## config.mk

```make
export PLATFORM = sky130hd
export DESIGN_NAME = ihm_fifo
export DESIGN_NICKNAME = d
export VERILOG_FILES = /design/src/interval_histogram_mode_finder_assert.svh /design/src/ihm_pkg.sv /design/src/ihm_fifo.sv
export SDC_FILE = /design/constraint.sdc
export NUM_CORES = 1
export LEC_CHECK = 0
export ABC_AREA = 1
export ABC_CLOCK_PERIOD_IN_PS = 10700
export BUFFER_PORTS_ARGS = -buffer_cell sky130_fd_sc_hd__buf_2
export CORE_ASPECT_RATIO = 0.5
export CORE_UTILIZATION = 27
export CTS_BUF_LIST = sky130_fd_sc_hd__clkbuf_4 sky130_fd_sc_hd__clkbuf_8 sky130_fd_sc_hd__clkbuf_16
export DETAILED_ROUTE_END_ITERATION = 10
export PLACE_DENSITY = 0.43
export SLEW_MARGIN = 10
export SYNTH_ARGS = -nofsm -noshare
export SYNTH_HDL_FRONTEND = slang
export SYNTH_SLANG_ARGS = --single-unit
```

## constraint.sdc

```tcl
create_clock -name clock -period 10.7 [get_ports clock]
set_input_delay 1.07 -clock clock [delete_from_list [all_inputs] [get_ports clock]]
set_output_delay 1.07 -clock clock [all_outputs]
set_load 0.05 [all_outputs]
```

## src/interval_histogram_mode_finder_assert.svh

```systemverilog
// Assertion macros used by the interval histogram back end (ihm_back).
`ifndef INTERVAL_HISTOGRAM_MODE_FINDER_ASSERT_SVH
`define INTERVAL_HISTOGRAM_MODE_FINDER_ASSERT_SVH
// Implication checked on every rising clock edge outside reset.
`define IHM_ASSERT_IMP(label, clk, rst, ante, cons) \
   label: assert property (@(posedge clk) disable iff (rst) (ante) |-> (cons)) \
      else $error("assertion failed");
// Implication whose consequent is checked in the cycle after the antecedent.
`define IHM_ASSERT_NEXT(label, clk, rst, ante, cons) \
   label: assert property (@(posedge clk) disable iff (rst) (ante) |=> (cons)) \
      else $error("assertion failed");
`endif

```

## src/ihm_pkg.sv

```systemverilog
`timescale 1ns / 1ps
// ---------------------------------------------------------------------------
// ihm_pkg
// Shared types and constants of the interval histogram mode finder.
// ---------------------------------------------------------------------------
package ihm_pkg;
   localparam int NB = 64;
   localparam int IW = 6;
   localparam int CW = 32;
   localparam logic [CW-1:0] CMAX = '1;

   localparam logic [2:0] CMD_STAMP = 3'd0;
   localparam logic [2:0] CMD_RD_COARSE = 3'd1;
   localparam logic [2:0] CMD_RD_FINE = 3'd2;
   localparam logic [2:0] CMD_MODES = 3'd3;
   localparam logic [2:0] CMD_CLEAR = 3'd4;

   localparam logic [1:0] REG_ENABLED = 2'd0;
   localparam logic [1:0] REG_COARSE = 2'd1;
   localparam logic [1:0] REG_BASE = 2'd2;
   localparam logic [1:0] REG_FINE = 2'd3;

   typedef struct packed {
      logic [2:0] cmd;
      logic [63:0] stamp;
      logic [IW-1:0] bucket_index;
   } item_type;

   typedef struct packed {
      logic [CW-1:0] bucket_count;
      logic modes_found;
      logic [IW-1:0] first_mode_index;
      logic [IW-1:0] second_mode_index;
      logic [47:0] first_mode_center;
      logic [47:0] second_mode_center;
      logic [47:0] mode_separation;
      logic bimodal;
   } result_type;
endpackage

```

## src/ihm_fifo.sv

```systemverilog
`timescale 1ns / 1ps
// ---------------------------------------------------------------------------
// ihm_fifo
// Two-entry queue between the request stream and the back part.
// ---------------------------------------------------------------------------
module ihm_fifo import ihm_pkg::*; (
   input  logic clock,
   input  logic reset,
   input  logic in_valid,
   output logic in_ready,
   input  item_type in_data,
   output logic out_valid,
   input  logic out_ready,
   output item_type out_data
);
   item_type data_ff [2];
   logic [1:0] cnt_ff;
   logic rp_ff, wp_ff;
   logic push, pop;
   assign in_ready = cnt_ff != 2'd2;
   assign out_valid = cnt_ff != 2'd0;
   assign out_data = data_ff[rp_ff];
   assign push = in_valid && in_ready;
   assign pop = out_valid && out_ready;
   always_ff @(posedge clock) begin
      if (reset) begin
         cnt_ff <= '0;
         rp_ff <= 1'b0;
         wp_ff <= 1'b0;
      end else begin
         if (push) begin
            wp_ff <= !wp_ff;
         end
         if (pop) begin
            rp_ff <= !rp_ff;
         end
         cnt_ff <= cnt_ff + {1'b0, push} - {1'b0, pop};
      end
      if (push) begin
         data_ff[wp_ff] <= in_data;
      end
   end
endmodule

```

==> results by group <==
Critical path
  – Crit-path leading delay family: buffers and inverters
  – Crit end category: output port
  – Critical path cell sequence: buf_4 > mux2_4 > buf_2
  – Crit path kind: flip-flop to output port
  – Worst stage delay on the critical path: roughly 0.82 ns
  – CP max FO: 46
  – Worst EP required: just under 10 ns
  – Critical Path AT: between 2 and 3 ns
  – Worst Path Buf+Inv: 2
  – Crit start category: flip-flop
  – Worst path slowest cell: buf_4

Placed design
  – Post-place instance area: just under 7000 um2
  – # port buffers: between 150 and 200
  – Dpl cells: 701
  – Worst slack, placed: 7.46 ns
  – Placed wire-length estimate: roughly 6900 um
  – Gpl congestion: slightly below 0.7

STA
  – Setup TNS: 0 ns
  – Max Freq: around 280 MHz
  – Final Hold Fails: 0
  – Tmin final: 3.61 ns
  – Final setup fails: 0
  – Worst-Margin Slew: between 0.9 and 1 ns
  – Tcrit/Tclk final: 0.337
  – RSZ-0062 raised after global routing: false
  – Hold WS: between 0.5 and 0.6 ns
  – Fin Clk Skew: ~0.0067 ns
  – Slew Viols, Final: 0
  – Final setup margin: a little over 7 ns
  – Worst slew margin: 0.354

Clock tree
  – Clk slew on worst S/H paths: ~0.060 ns
  – CTS sink count: about 150
  – CTS resizes: 0
  – TritonCTS Buffers: 17
  – Clk Latency, worst-skew pair: about 0.41 ns
  – CTS tree: done
  – Postcts setup bufs: 0
  – Clk Tree Root Cell: clkbuf_16
  – Hold Buf Count CTS: 0
  – CTS H-tree lvls: 4
  – CTS max path bufs: 2

Synthesis
  – Synth warn: 0
  – Sequential area share after synthesis: 0.765
  – Cell Area, Synth: around 5900 um2
  – Top post-synthesis cells by area: edfxtp_1 75%, mux2_4 18%, buf_12 2.4%
  – Post-Syn Instances: about 260
  – Mean Syn Cell Area: about 22 um2
  – Synth cell types: 15
  – Synth top area share: 0.748
  – Post-Syn Nets: ~340
  – Area leader, netlist: edfxtp_1
  – Register bit count reported by yosys: ~150

Finish
  – FILL cells: 2,021
  – Design area: around 7500 um2
  – Core Util, Final: 0.359
  – Fin cells: ~730
  – Share of cells above drive strength 1: 0.593
  – Net count, final: just over 500
  – Area delta synth->final: 28.4%

Status
  – Status: completed

Floorplan
  – Initial core utilization: 0.280
  – Total I/O pin count: ~150
  – Die area: approximately 22,000 um2
  – Die height: roughly 110 um
  – Core footprint: roughly 21,000 um2
  – Die W: 210 um
  – Cell row count: 37

Drt
  – WL final: between 10,000 and 15,000 um
  – Vias after detailed routing: 2,819
  – Met1 WL: 4660 um
  – Routed Antenna Nets: 0
  – Routed met3 length: just over 400 um
  – DR WL/cell: between 10 and 15 um
  – Routed met2 length: 5740 um
  – Top layer in use: met4
  – Vias/cell: between 3 and 4
  – DRC Markers: 0
  – TritonRoute pass-1 iters: 4
  – Initial DRC count: between 100 and 150

Global route
  – First-pass GRT wire length: about 16,000 um
  – Largest net degree at the start of global routing: 67
  – Initial antenna violation count: 1
  – Total gr overflow: 0
  – GRT Overall Usage: 0.101
  – Vias in the first global route: between 2,000 and 3,000

Pwr
  – PD cells: ~280 nW/um2
  – Leak: 2.93 nW
  – Final Total Pwr: between 2 and 2.5 mW
  – Worst VDD drop: between 100 and 150 uV

Min path
  – Worst Hold Class: flip-flop to flip-flop

Flow run
  – Max Cap Viol: 0
-- path summary, 6_finish.rpt --
path	startpoint	endpoint	slack, ns	cells after the start
worst min-delay path	rp_ff	rp_ff	0.51	2
worst min register to register	rp_ff	rp_ff	0.51	2
worst max-delay path	flip-flop	out_data[45]	7.09	3
worst max register to register	cnt_ff[0]	data_ff[0][67]	8.49	5
-- cells by family (layout without fill, tap and decap cells) --
family | Yosys count | in the layout | synth area share
flops | 151 | 151 | 0.765
mux | 73 | 73 | 0.185
fa+ha+maj | 1 | 1 | 0.00214
other cells | 0 | 2 | 0
buf+inv | 16 | 193 | 0.0310
xor+xnor | 1 | 1 | 0.00150
compound gates | 2 | 2 | 0.00171
simple gates | 19 | 19 | 0.0130
-- final cells by class --
type	instances	area, um2	area share
Sequential cell	151	4490	0.597
Multi-Input combinational cell	96	1210	0.161
Timing Repair Buffer	154	778	0.103
Clock buffer	17	425	0.0566
Tap cell	292	365	0.0486
Clock inverter	14	220	0.0293
Inverter	8	30.0	0.00399
Antenna cell	2	5.00	0.000666
-- worst register-to-register path, delay by kind of cell (launching register included) --
family	cells	cell delay (ns)
buffers and inverters	2	0.84
flip-flops	1	0.36
AND/OR/NAND/NOR	3	0.59
-- cell usage after synthesis (all sizes together) --
cell type,instances
edfxtp,146
nand2,8
inv,8
xnor2,1
nor2,9
nor3,1
buf,8
a21oi,2
mux2,73
ha,1
dfxtp,5
nand3,1
-- flip-flops by register name, indices dropped and copies added, names as in the netlist, named ones only --
| name | count |
|---|---|
| data_ff | 146 |
| cnt_ff | 2 |
| rp_ff | 1 |
| wp_ff | 1 |
-- placed cells by master (no fill, tap or decap) --
cell,n
xnor2_1,1
diode_2,2
dfxtp_1,4
clkinv_2,1
mux2_4,70
inv_6,4
ha_1,1
clkbuf_16,17
mux2_2,3
buf_2,151
a21oi_1,2
nor3_1,1
buf_4,3
nor2_4,2
bufinv_16,5
clkinv_1,1
edfxtp_1,146
clkinv_4,3
nor2_1,7
nand3_1,1
nand2_1,7
nand2_2,1
dfxtp_4,1
inv_1,8
-- power by group --
part	internal (mW)	switching (mW)	leakage (nW)	total, mW
clock network	0.415	0.238	0.316	0.654
registers	0.752	0.0391	1.41	0.791
logic	0.217	0.475	1.21	0.692
total	1.38	0.752	2.93	2.14
-- per-layer routing --
| metal | global-route usage | vias up |
|---|---|---|
| met4 | 0.0407 | 0 |
| met2 | 0.174 | 48 |
| met1 | 0.116 | 1412 |
| met5 | 0 | - |
| li1 | - | 1348 |
| met3 | 0.0322 | 11 |
Power figures use the tool's default switching activity.
