<file path="src/interval_histogram_mode_finder_assert.svh">
// Assertion macros used by the interval histogram back end (ihm_back).
`ifndef INTERVAL_HISTOGRAM_MODE_FINDER_ASSERT_SVH
`define INTERVAL_HISTOGRAM_MODE_FINDER_ASSERT_SVH
// Implication checked on every rising clock edge outside reset.
`define IHM_ASSERT_IMP(label, clk, rst, ante, cons) \
   label: assert property (@(posedge clk) disable iff (rst) (ante) |-> (cons)) \
      else $error("assertion failed");
// Implication whose consequent is checked in the cycle after the antecedent.
`define IHM_ASSERT_NEXT(label, clk, rst, ante, cons) \
   label: assert property (@(posedge clk) disable iff (rst) (ante) |=> (cons)) \
      else $error("assertion failed");
`endif

</file>
<file path="src/ihm_pkg.sv">
`timescale 1ns / 1ps
// ---------------------------------------------------------------------------
// ihm_pkg
// Shared types and constants of the interval histogram mode finder.
// ---------------------------------------------------------------------------
package ihm_pkg;
   localparam int NB = 64;
   localparam int IW = 6;
   localparam int CW = 32;
   localparam logic [CW-1:0] CMAX = '1;

   localparam logic [2:0] CMD_STAMP = 3'd0;
   localparam logic [2:0] CMD_RD_COARSE = 3'd1;
   localparam logic [2:0] CMD_RD_FINE = 3'd2;
   localparam logic [2:0] CMD_MODES = 3'd3;
   localparam logic [2:0] CMD_CLEAR = 3'd4;

   localparam logic [1:0] REG_ENABLED = 2'd0;
   localparam logic [1:0] REG_COARSE = 2'd1;
   localparam logic [1:0] REG_BASE = 2'd2;
   localparam logic [1:0] REG_FINE = 2'd3;

   typedef struct packed {
      logic [2:0] cmd;
      logic [63:0] stamp;
      logic [IW-1:0] bucket_index;
   } item_type;

   typedef struct packed {
      logic [CW-1:0] bucket_count;
      logic modes_found;
      logic [IW-1:0] first_mode_index;
      logic [IW-1:0] second_mode_index;
      logic [47:0] first_mode_center;
      logic [47:0] second_mode_center;
      logic [47:0] mode_separation;
      logic bimodal;
   } result_type;
endpackage

</file>
<file path="src/ihm_front.sv">
`timescale 1ns / 1ps
// ---------------------------------------------------------------------------
// ihm_front
// Holds the configuration registers and flags changes of the enable bit.
// ---------------------------------------------------------------------------
module ihm_front import ihm_pkg::*; (
   input  logic clock,
   input  logic reset,
   input  logic csr_we,
   input  logic [1:0] csr_index,
   input  logic [31:0] csr_wdata,
   output logic enabled,
   output logic cfg_clear,
   output logic [31:0] coarse_ticks,
   output logic [31:0] base_ticks,
   output logic [31:0] fine_ticks
);
   logic en_ff;
   logic [31:0] co_ff, ba_ff, fi_ff;
   assign enabled = en_ff;
   assign coarse_ticks = co_ff;
   assign base_ticks = ba_ff;
   assign fine_ticks = fi_ff;
   assign cfg_clear = csr_we && csr_index == REG_ENABLED && csr_wdata[0] != en_ff;
   always_ff @(posedge clock) begin
      if (reset) begin
         en_ff <= 1'b0;
         co_ff <= 32'd1000;
         ba_ff <= '0;
         fi_ff <= 32'd100;
      end else if (csr_we) begin
         unique case (csr_index)
            REG_ENABLED: en_ff <= csr_wdata[0];
            REG_COARSE: co_ff <= csr_wdata;
            REG_BASE: ba_ff <= csr_wdata;
            REG_FINE: fi_ff <= csr_wdata;
            default: ;
         endcase
      end
   end
endmodule

</file>
<file path="config.mk">
export PLATFORM = sky130hd
export DESIGN_NAME = ihm_front
export DESIGN_NICKNAME = d
export VERILOG_FILES = /design/src/interval_histogram_mode_finder_assert.svh /design/src/ihm_pkg.sv /design/src/ihm_front.sv
export SDC_FILE = /design/constraint.sdc
export NUM_CORES = 1
export LEC_CHECK = 0
export BUFFER_PORTS_ARGS = -buffer_cell sky130_fd_sc_hd__clkbuf_2
export CAP_MARGIN = 20
export CORE_UTILIZATION = 52
export CTS_BUF_LIST = sky130_fd_sc_hd__clkbuf_2
export CTS_CLUSTER_DIAMETER = 150
export DETAILED_ROUTE_END_ITERATION = 10
export PLACE_DENSITY = 0.85
export RECOVER_POWER = 25
export SYNTH_ARGS = -nofsm -noshare
export SYNTH_HDL_FRONTEND = slang
export SYNTH_SLANG_ARGS = --single-unit
</file>
<file path="constraint.sdc">
create_clock -name clock -period 1 [get_ports clock]
set_input_delay 0 -clock clock [delete_from_list [all_inputs] [get_ports clock]]
set_output_delay 0 -clock clock [all_outputs]
set_load 0.05 [all_outputs]
</file>
==> results of run 1 <==
## layout by cell type, fill, tap and decap left out, drive strengths merged
master       Yosys  routed
nor2            17      17
clkinvlp         0       1
dlygate4sd3      0      37
clkbuf          10      83
bufinv           0       1
xnor2            1       1
clkinv           0       4
dfxtp           97      97
nand3            1       1
nand2b         120     120
mux2i           97      97
buf             16     101
and3b            2       2
nand3b           2       2
or3b             1       1
## kinds of logic (layout without fill, tap and decap cells)
kind of cell / after synthesis / count (layout)
XOR/XNOR: 1 / 1
buffers and inverters: 26 / 227
flip-flops: 97 / 97
multiplexers: 97 / 97
AND/OR/NAND/NOR: 143 / 143
## timing repair
| item | CTS | global route |
|---|---|---|
| resized for setup | 330 | 66 |
| endpoints found under the hold margin | 97 | 0 |
| pin swaps | 1 | 0 |
| hold buffers | 37 | 0 |
| setup buffers | 13 | 19 |
| endpoints found under the setup margin | 98 | 99 |
## layer usage
metal | share of wire [%] | track usage (%) | vias to the layer above
met1 | 37 | 33.8 | 1776
met5 | 0 | 0 | -
met2 | 51 | 60.5 | 221
li1 | - | - | 1579
met4 | 4.6 | 17.0 | 0
met3 | 7.7 | 10.7 | 66
## sequential cells by signal, indices dropped and copies added, names as in the netlist
register	flops
base_ticks	32
coarse_ticks	32
enabled	1
fine_ticks	32
## power by group through the flow
stage	combinational, W	sequential, W	clock, W
4_1_cts	0.00168	0.00414	0.00189
5_1_grt	0.00192	0.00420	0.00209
3_3_place_gp	0.00121	0.00416	0
2_1_floorplan	0.000435	0.00463	0
3_5_place_dp	0.00122	0.00416	0
6_report	0.00187	0.00418	0.00193
## worst max-delay path: stages, from the launching register on
cell and delay (ps):
dfxtp_4 420, xnor2_4 140, nor2_4 100, buf_8 150
## metrics by stage
step	hold slack (ps)	utilization [%]	total power, W	cell area, sq um	worst slack, ps
6_report	152	95.4	0.00799	6950	-359
3_5_place_dp	281	65.2	0.00539	4750	46.0
4_1_cts	33.0	92.3	0.00771	6730	-342
3_3_place_gp	268	65.2	0.00536	4750	50.9
5_1_grt	109	95.4	0.00821	6950	-410
2_1_floorplan	155	-	0.00506	3960	79.4
## worst max path at each step
stage / from / end / slack [ps] / cells after the start
2_1_floorplan: enabled / cfg_clear / 80 / 2
3_5_place_dp: csr_index[1] / coarse_ticks[18] / 50 / 4
3_3_place_gp: csr_index[0] / cfg_clear / 50 / 4
5_1_grt: enabled / cfg_clear / -410 / 3
4_1_cts: enabled / cfg_clear / -340 / 3
6_report: enabled / cfg_clear / -360 / 3
## area by class of cell
type	count	area [sq um]	share of cell area, %
Sequential cell	97	2070	29.8
Tap cell	99	124	1.78
Clock inverter	6	58.8	0.846
Multi-Input combinational cell	241	1880	27.0
Timing Repair Buffer	211	2770	39.9
Clock buffer	10	50.0	0.720
==> metrics.md, run 1 <==
| Metric | Value |
|---|---|
| Layout cells sized above 1 | 51.0% |
| Logic pwr share | 23.4% |
| VDD IR max | 931 uV |
| Vias in the first global route | 3696 |
| Worst-margin pin slew | 431 ps |
| Via count | 3642 |
| DRT iter0 DRCs | 191 |
| Pint | 0.00550 W |
| Mapped Avg Cell Area | 10.9 sq um |
| Failing checks | negative setup slack |
| Initial antenna violation count | 0 |
| Overflow after GRT | 0 |
| Synth area leaders | dfxtp_1 49%, mux2i_1 25%, nand2b_1 19% |
| H-tree levels | 3 |
| Worst-skew pair later-pin latency | 540 ps |
| CTS tree | done |
| Relative slew slack | 71.3% |
| Full die area | 0.00796 sq mm |
| P per Cell Area | 1150 mW/mm^2 |
| Max Fclk | 736 MHz |
| Mapped Cells | 364 |
| RR Endpoint | base_ticks[10] |
| R2R depth | 4 |
| Fraction of registers with async set/reset | 0% |
| Net Sw Frac | 31.2% |
| Synth area leader | dfxtp_1 |
| Nets | 597 |
| Core area | 0.00729 sq mm |
| Max-Cap Viols | 0 |
| Area grow syn2layout | 75.9% |
| Fillers | 156 |
| Sequential area share after synthesis | 49.1% |
| Sequential share of power | 52.4% |
| Tightest Hold Check Type | primary input to flip-flop |
| Unique masters post-synth | 14 |
| HP Start | csr_index[1] |
| Yosys warns | 0 |
| Outcome | finished, violations left |
| Clock sinks | 97 |
| Die height | 89.2 um |
| Number of diodes | 0 |
| Wire length per cell | 23.4 um |
| Mapped Area | 0.00395 sq mm |
| Worst setup EP type | output pin |
| Worst Path Required | 1000 ps |
| Reg2Reg Setup Slack | 60 ps |
| Top-level port count | 135 |
| Post-synth top area share | 49.1% |
| Num rows | 31 |
| Worst Slack Setup Final | -359 ps |
| Post-synth EDFFs | 0 |
| GRT Resource Usage Total | 33.1% |
| Clock buffer depth | 2 |
| 1st-pass router iterations | 4 |
| Most frequent cell after synthesis | nand2b_1 |
| Port Buffer Count | 134 |
| Pins Over Slew Limit | 0 |
| Net Count, Synth | 401 |
| Final period utilization | 136% |
| Synth Flop Type | dfxtp_1 |
| Switching power total | 0.00249 W |
| CP max FO | 2 |
| Starting Density | 54.2% |
| Simple-gate share of the synthesized area | 21.9% |
| First-pass GRT wire length | 19300 um |
| Final Non-Filler Cells | 664 |
| Worst-path clk slew | 280 ps |
| Vias per Instance | 5.48 |
| Clk network pwr share | 24.2% |
| Final WL | 15600 um |
| Placed cells | 579 |
| Leakage | 3.15 nW |
| Adder and majority gate portion of the synthesized area | 0% |
| Reg-to-Reg Start | base_ticks[10] |
| RSZ-0062 raised after global routing | true |
| Crit Path Category | flip-flop to output pin |
| Final setup fails | 129 |
| Synth Area in XOR/XNOR | 0.222% |
| Final min period | 1360 ps |
| DRC Markers | 0 |
| Most frequent cells after synthesis | 120 x nand2b_1, 97 x dfxtp_1, 97 x mux2i_1 |
| Critical Path AT | 1360 ps |
| Routed Antenna Nets | 0 |
| Setup TNS | -13930 ps |
| Total CTS buffers | 9 |
| FF+latch count, synth | 97 |
| Hold Fails Final Rpt | 0 |
| Synth Area in Compound Gates | 0% |
| Clk root buf | clkbuf_2 |
| Clock Skews | 0 ps |
| Die X | 89.2 um |
| Largest family of logic cells by synthesized area | multiplexers |
| Hold Crit Depth | 4 |
| Largest net degree at the start of global routing | 80 |
| Hold Path End | base_ticks[5] |
| Post-DP HPWL | 5790 um |
| Post-synthesis mux area share | 24.6% |
| Placer congestion estimate | 0.740 |
| Startpoint class of the critical path | flip-flop |
(Power assumes the default switching activity.)
==> run 2, diff against run 1 <==
- REMOVE_ABC_BUFFERS: not set -> 1
==> metrics.md, run 2 (same netlist as run 1, synthesis figures left out) <==
| Metric | Value |
|---|---|
| M1 GR Usage | 35.9% (+2.1 points) |
| Starting Density | 54.2% (unchanged) |
| CP max FO | 2 (unchanged) |
| Origin of the worst setup path | enabled |
| Clk root buf | clkbuf_2 |
| R2R depth | 3 (-1) |
| Wire length per cell | 23.4 um (-0.34%) |
| Critical Path AT | 1400 ps (+40 ps) |
| Die height | 89.2 um (unchanged) |
| Total CTS buffers | 9 (unchanged) |
| Routed Antenna Nets | 0 (unchanged) |
| Total power | 0.00829 W (+3.8%) |
| Crit Path Category | flip-flop to output pin |
| CP endpoint | cfg_clear |
| Post-DP HPWL | 5770 um (-0.35%) |
| Placed cells | 580 (+0.17%) |
| Most common cell after layout, fill and taps aside | nand2b_1 |
| Min Hold Slack | 51.4 ps (-101 ps) |
| Pins Over Slew Limit | 0 (unchanged) |
| Vias per Instance | 5.37 (-2.0%) |
| Vias in the first global route | 3562 (-3.6%) |
| GRT Resource Usage Total | 32.3% (-0.79 points) |
| Nets | 605 (+1.3%) |
| 1st-pass router iterations | 4 (unchanged) |
| DRT iter0 DRCs | 202 (+5.8%) |
| Tightest Hold Check Type | primary input to flip-flop |
| Clock buffer depth | 2 (unchanged) |
| Layout cells sized above 1 | 50.7% (-0.27 points) |
| Failing checks | negative setup slack |
| Max Fclk | 715 MHz (-2.8%) |
| Fillers | 141 (-9.6%) |
| Port Buffer Count | 134 (unchanged) |
| Gr busiest metal | met2 |
| CTS tree | done |
| Worst setup EP type | output pin |
| Initial antenna violation count | 1 (+1) |
| DRC Markers | 0 (unchanged) |
| Leakage | 3.20 nW (+1.7%) |
| Final core occ | 95.7% (+0.34 points) |
| First-pass GRT wire length | 18800 um (-2.5%) |
| Worst-skew pair later-pin latency | 570 ps (+30 ps) |
| Setup TNS | -17340 ps (-3410 ps) |
| CP delay by family, top | flip-flops |
| Register Area | 0.00207 sq mm (-0.18%) |
| M2 GR Usage | 58.3% (-2.2 points) |
| Worst-margin pin slew | 541 ps (+110 ps) |
| Worst Path Required | 1000 ps (about the same) |
| Relative slew slack | 64.0% (-7.3 points) |
| Die X | 89.2 um (unchanged) |
| Grt met3 use | 9.23% (-1.5 points) |
| Worst-path clk slew | 290 ps (about the same) |
| Area grow syn2layout | 76.5% |
| Reg2Reg Setup Slack | 60 ps (about the same) |
| Max-Cap Viols | 0 (unchanged) |
| RSZ-0062 raised after global routing | true |
| Clock Skews | 0 ps (unchanged) |
| Clock sinks | 97 (unchanged) |
| Placer congestion estimate | 0.714 (-3.5%) |
| Top-level port count | 135 (unchanged) |
| Worst Slack Setup Final | -398 ps (-39.3 ps) |
| VDD IR max | 946 uV (+1.6%) |
| Core area | 0.00729 sq mm (unchanged) |
| Reg-to-Reg Start | fine_ticks[6] |
| Final setup fails | 131 (+1.6%) |
| RR Endpoint | fine_ticks[6] |
| P per Cell Area | 1190 mW/mm^2 (+3.5%) |
| Outcome | finished, violations left |
| Final period utilization | 140% (+3.9 points) |
| Overflow after GRT | 0 (unchanged) |
| Full die area | 0.00796 sq mm (unchanged) |
| H-tree levels | 3 (unchanged) |
| Worst path bufs/invs | 1 (unchanged) |
| Hold Fails Final Rpt | 0 (unchanged) |
| Num rows | 31 (unchanged) |
| Worst path max stage delay | 390 ps (-30 ps) |
| Largest net degree at the start of global routing | 64 (-20%) |
| Most frequent cells in the layout | 120 x nand2b_1, 97 x mux2i_1, 91 x dfxtp_2 |
| Critical Path, Cell by Cell | xnor2_1 > nor2_1 > clkbuf_8 |
| Final min period | 1400 ps (+39.3 ps) |
| Critical Path Stages | 3 (unchanged) |
| Startpoint class of the critical path | flip-flop |
| Critical path's slowest cell | dfxtp_2 |
| Final WL | 15700 um (+0.86%) |
| Final Non-Filler Cells | 672 (+1.2%) |
| Multi-input gate area | 0.00185 sq mm (-1.6%) |
| Via count | 3611 (-0.85%) |
==> run 2: how the worst min path moves through the flow <==
stage	from	end	depth (start not counted)
after floorplan	csr_wdata[5]	base_ticks[5]	2
after global placement	csr_wdata[6]	base_ticks[6]	3
after detailed placement	csr_wdata[6]	base_ticks[6]	3
after CTS	csr_index[0]	coarse_ticks[24]	4
after global routing	csr_index[1]	base_ticks[20]	4
final	csr_index[1]	base_ticks[20]	4
==> run 2: power breakdown <==
group | internal [W] | total, W | switching (W)
logic | 0.000889 | 0.00186 | 0.000967
registers | 0.00403 | 0.00419 | 0.000153
clock network | 0.000822 | 0.00225 | 0.00143
total | 0.00574 | 0.00829 | 0.00255
==> run 2: timing repair <==
item,4_1_cts,5_1_grt
setup endpoints to repair,98,98
resized for setup,332,61
hold buffers,36,2
hold endpoints to repair,97,2
buffers inserted,13,25
==> run 2: stage by stage <==
stage               cell area (sq um)  setup WS, ps
floorplan                        3790          -437
global placement                 4740          84.1
detailed placement               4740          74.9
CTS                              6750          -339
global route                     6980          -508
finish                           6980          -398
==> run 2: layout make-up <==
cell class                 instances  area share, %
clock inverter                     5           1.17
tap                               99           1.78
clock buffer                      10          0.717
timing repair buffer             219           40.2
antenna                            1         0.0359
sequential                        97           29.6
multi-input combinational        241           26.4
==> run 2: metal layers <==
layer / vias up / part of all wire [%] / routed length, um
li1: 1595 / - / -
met2: 198 / 51 / 8070
met3: 62 / 7.2 / 1130
met1: 1756 / 37 / 5860
met5: - / 0 / 0
met4: 0 / 4.1 / 641
==> run 2: worst register-to-register path, delay by kind of cell (launching register included) <==
family | cells | cell delay [ps]
flip-flops | 1 | 400
AND/OR/NAND/NOR | 1 | 170
multiplexers | 1 | 150
buffers and inverters | 1 | 130
==> run 3, diff against run 2 <==
- ABC_AREA: not set -> 1
==> metrics.md, run 3 <==
| Metric | Value |
|---|---|
| Starting Density | 54.2% (unchanged) |
| Largest net degree at the start of global routing | 77 |
| Most frequent cell after synthesis | nand2_1 |
| Outcome | aborted with a tool error |
| Port Buffer Count | 134 (unchanged) |
| Synth area leaders | dfxtp_1 49%, nand2_1 18%, nor2_1 17% |
| Most frequent cells after synthesis | 188 x nand2_1, 177 x nor2_1, 97 x dfxtp_1 |
| Unique masters post-synth | 15 (+1) |
| Worst endpoint type | primary output |
| GRT Resource Usage Total | 71.8% |
| Synth area leader | dfxtp_1 |
| Die X | 89.2 um (unchanged) |
| Post-synth EDFFs | 0 (unchanged) |
| Mapped Avg Cell Area | 6.54 sq um (-40%) |
| Yosys warns | 0 (unchanged) |
| Err | [ERROR GRT-0232] Routing congestion too high. Check the congestion heatmap in the GUI. |
| Mapped Cells | 605 (+66%) |
| FF+latch count, synth | 97 (unchanged) |
| Clock sinks | 97 (unchanged) |
| Sequential area share after synthesis | 49.1% (unchanged) |
| Fraction of registers with async set/reset | 0% (unchanged) |
| Synth Flop Type | dfxtp_1 |
| Mapped Area | 0.00395 sq mm (unchanged) |
| Placed cells | 817 (+41%) |
| Top-level port count | 135 (unchanged) |
| Die height | 89.2 um (unchanged) |
| Post-synth top area share | 49.1% (unchanged) |
| Last stage | global routing (5_1_grt) |
| Total CTS buffers | 9 (unchanged) |
| Post-DP HPWL | 6130 um (+6.3%) |
| H-tree levels | 3 (unchanged) |
| Placer congestion estimate | 0.765 (+7.1%) |
| Clock buffer depth | 2 (unchanged) |
| Num rows | 31 (unchanged) |
| Clk root buf | clkbuf_2 |
| Overflow after GRT | 4 |
| GRT repair_timing worst endpoint | cfg_clear |
| Place WS | 48.7 ps (-26.2 ps) |
run 3: layer usage:
metal / GRT overflow / track usage (%)
met1: 0 / 70.8
met2: 0 / 90.1
met3: 0 / 58.4
met4: 4 / 72.7
met5: 0 / 1.95
run 3: kinds of logic after synthesis:
kind of cell	after synthesis	synth area share (%)
compound gates	1	0.126
xor+xnor	1	0.222
buf+inv	122	12.7
flops	97	49.1
simple gates	384	37.8
run 3: repair_timing:
action / 4_1_cts
endpoints found under the hold margin: 97
hold buffers: 61
setup buffers: 3
endpoints found under the setup margin: 98
resized for setup: 328
run 3: metrics by stage:
step / setup TNS, ps / util, % / cell area [sq um]
4_1_cts: -15580 / 94.2 / 6870
3_5_place_dp: 0 / 65.1 / 4750
3_3_place_gp: 0 / 65.1 / 4750
2_1_floorplan: -6650 / - / 3800
==> run 4, diff against run 3 <==
- CORE_UTILIZATION: 52 -> 40
- CTS_BUF_LIST: sky130_fd_sc_hd__clkbuf_2 -> not set
- CTS_CLUSTER_DIAMETER: 150 -> not set
- PLACE_DENSITY: 0.85 -> not set
- PLACE_DENSITY_LB_ADDON: not set -> 0.15
==> metrics.md, run 4 <==
| Metric | Value |
|---|---|
| Leakage | 3.10 nW |
| Worst-skew pair later-pin latency | 340 ps |
| Worst Slack Setup Final | -127 ps |
| First-pass GRT wire length | 15100 um |
| Largest net degree at the start of global routing | 53 |
| Startpoint class of the critical path | flip-flop |
| Post-DP HPWL | 6120 um (-0.14%) |
| Outcome | finished, violations left |
| Post-synth top area share | 49.1% (unchanged) |
| DRT iter0 DRCs | 106 |
| Unique masters post-synth | 15 (unchanged) |
| DRC Markers | 0 |
| Most frequent cells after synthesis | 188 x nand2_1, 177 x nor2_1, 97 x dfxtp_1 |
| Final core occ | 58.2% |
| Fraction of registers with async set/reset | 0% (unchanged) |
| CP max FO | 3 |
| P per Cell Area | 1530 mW/mm^2 |
| Reg2Reg Setup Slack | 340 ps |
| Routed Antenna Nets | 0 |
| Nets | 800 |
| Synth Flop Type | dfxtp_1 |
| Min Hold Slack | 79.8 ps |
| Final period utilization | 113% |
| Clock sinks | 97 (unchanged) |
| GRT Resource Usage Total | 18.6% |
| Number of diodes | 0 |
| Post-synth EDFFs | 0 (unchanged) |
| Critical Path AT | 1130 ps |
| FF+latch count, synth | 97 (unchanged) |
| Worst Path Required | 1000 ps |
| Top-level port count | 135 (unchanged) |
| Worst setup EP type | output pin |
| RSZ-0062 raised after global routing | true |
| Placer congestion estimate | 0.735 (-3.9%) |
| Port Buffer Count | 134 (unchanged) |
| Crit Path Category | flip-flop to output pin |
| Most frequent cells in the layout | 188 x nand2_1, 177 x nor2_1, 96 x dfxtp_1 |
| Tightest Hold Check Type | primary input to flip-flop |
| Die height | 101 um (+14%) |
| 1st-pass router iterations | 4 |
| Multi-input gate area | 0.00151 sq mm |
| Relative slew slack | 81.9% |
| Final WL | 9400 um |
| Setup TNS | -127 ps |
| Worst-path clk slew | 90 ps |
| Setup bufs post-CTS | 0 (-3) |
| Clock Skews | 0 ps |
| H-tree levels | 3 (unchanged) |
| Die X | 101 um (+14%) |
| Final setup fails | 1 |
| Initial antenna violation count | 0 |
| Hold Fails Final Rpt | 0 |
| Clk root buf | clkbuf_8 |
| Overflow after GRT | 0 |
| Mapped Cells | 605 (unchanged) |
| Wire length per cell | 10.5 um |
| Clock buffer depth | 2 (unchanged) |
| Starting Density | 42.0% (-12 points) |
| Synth area leader | dfxtp_1 |
| Most frequent cell after synthesis | nand2_1 |
| Failing checks | negative setup slack |
| Worst-margin pin slew | 273 ps |
| Mapped Avg Cell Area | 6.54 sq um (unchanged) |
| Vias in the first global route | 3416 |
| VDD IR max | 944 uV |
| Pins Over Slew Limit | 0 |
| Core area | 0.00942 sq mm |
| Total CTS buffers | 9 (unchanged) |
| Sequential area share after synthesis | 49.1% (unchanged) |
| Area grow syn2layout | 38.7% |
| Layout cells sized above 1 | 21.0% |
| Register Area | 0.00194 sq mm |
| Max Fclk | 887 MHz |
| Most common cell after layout, fill and taps aside | nand2_1 |
| Max-Cap Viols | 0 |
| Vias per Instance | 4.28 |
| Full die area | 0.0103 sq mm |
| Fillers | 869 |
| Synth area leaders | dfxtp_1 49%, nand2_1 18%, nor2_1 17% |
| Num rows | 35 (+13%) |
| Yosys warns | 0 (unchanged) |
| CTS tree | done |
| Mapped Area | 0.00395 sq mm (unchanged) |
| Final min period | 1130 ps |
| Via count | 3843 |
run 4: cell counts after synthesis:
Identical to the previous run, type by type.
run 4: power breakdown:
part | switching, W | internal, W
registers | 0.000103 | 0.00407
logic | 0.00127 | 0.000568
clock network | 0.00136 | 0.000994
total | 0.00274 | 0.00563
run 4: final cells by class:
class,instances,share of cell area [%]
inverter,92,6.30
clock buffer,11,2.58
clock inverter,5,0.707
timing repair buffer,177,24.5
tap,129,2.94
sequential,97,35.4
multi-input combinational,386,27.5
run 4: path summary, 6_finish.rpt:
check,from,endpoint,cells after the start
setup / recovery,enabled,cfg_clear,3
hold / removal,csr_we,coarse_ticks[7],3
setup reg to reg,fine_ticks[15],fine_ticks[15],4
hold reg to reg,coarse_ticks[9],coarse_ticks[9],2
run 4: metal layers:
metal,part of all wire [%],vias to the layer above,track usage [%]
met5,0,-,0
met4,1.4,0,7.02
met3,5.0,13,4.55
met2,46,104,31.9
met1,48,1675,22.6
li1,-,2051,-
run 4: stage by stage:
step | cell area, sq um | std cells | total power [W] | setup WS (ps)
after detailed placement | 4800 | 848 | 0.00593 | 79.4
after CTS | 5400 | 897 | 0.00844 | -125
after floorplan | 3800 | 575 | 0.00542 | -437
after global routing | 5480 | 897 | 0.00879 | -212
after global placement | 4800 | 848 | 0.00590 | 104
final | 5480 | 897 | 0.00837 | -127
run 4: repair_timing:
item	in CTS	in global routing
gates resized for setup	35	102
setup endpoints to repair	33	69
hold buffers	33	0
endpoints found under the hold margin	96	0
run 4: cells by family after synthesis:
group	Yosys count	synth area share (%)
xor+xnor	1	0.222
compound gates	1	0.126
flops	97	49.1
buf+inv	122	12.7
simple gates	384	37.8
run 4: worst max-delay path, stage by stage, from the launching register on:
cell and delay, ps:
dfxtp_2 340, xnor2_1 120, nor2_1 120, clkbuf_8 200
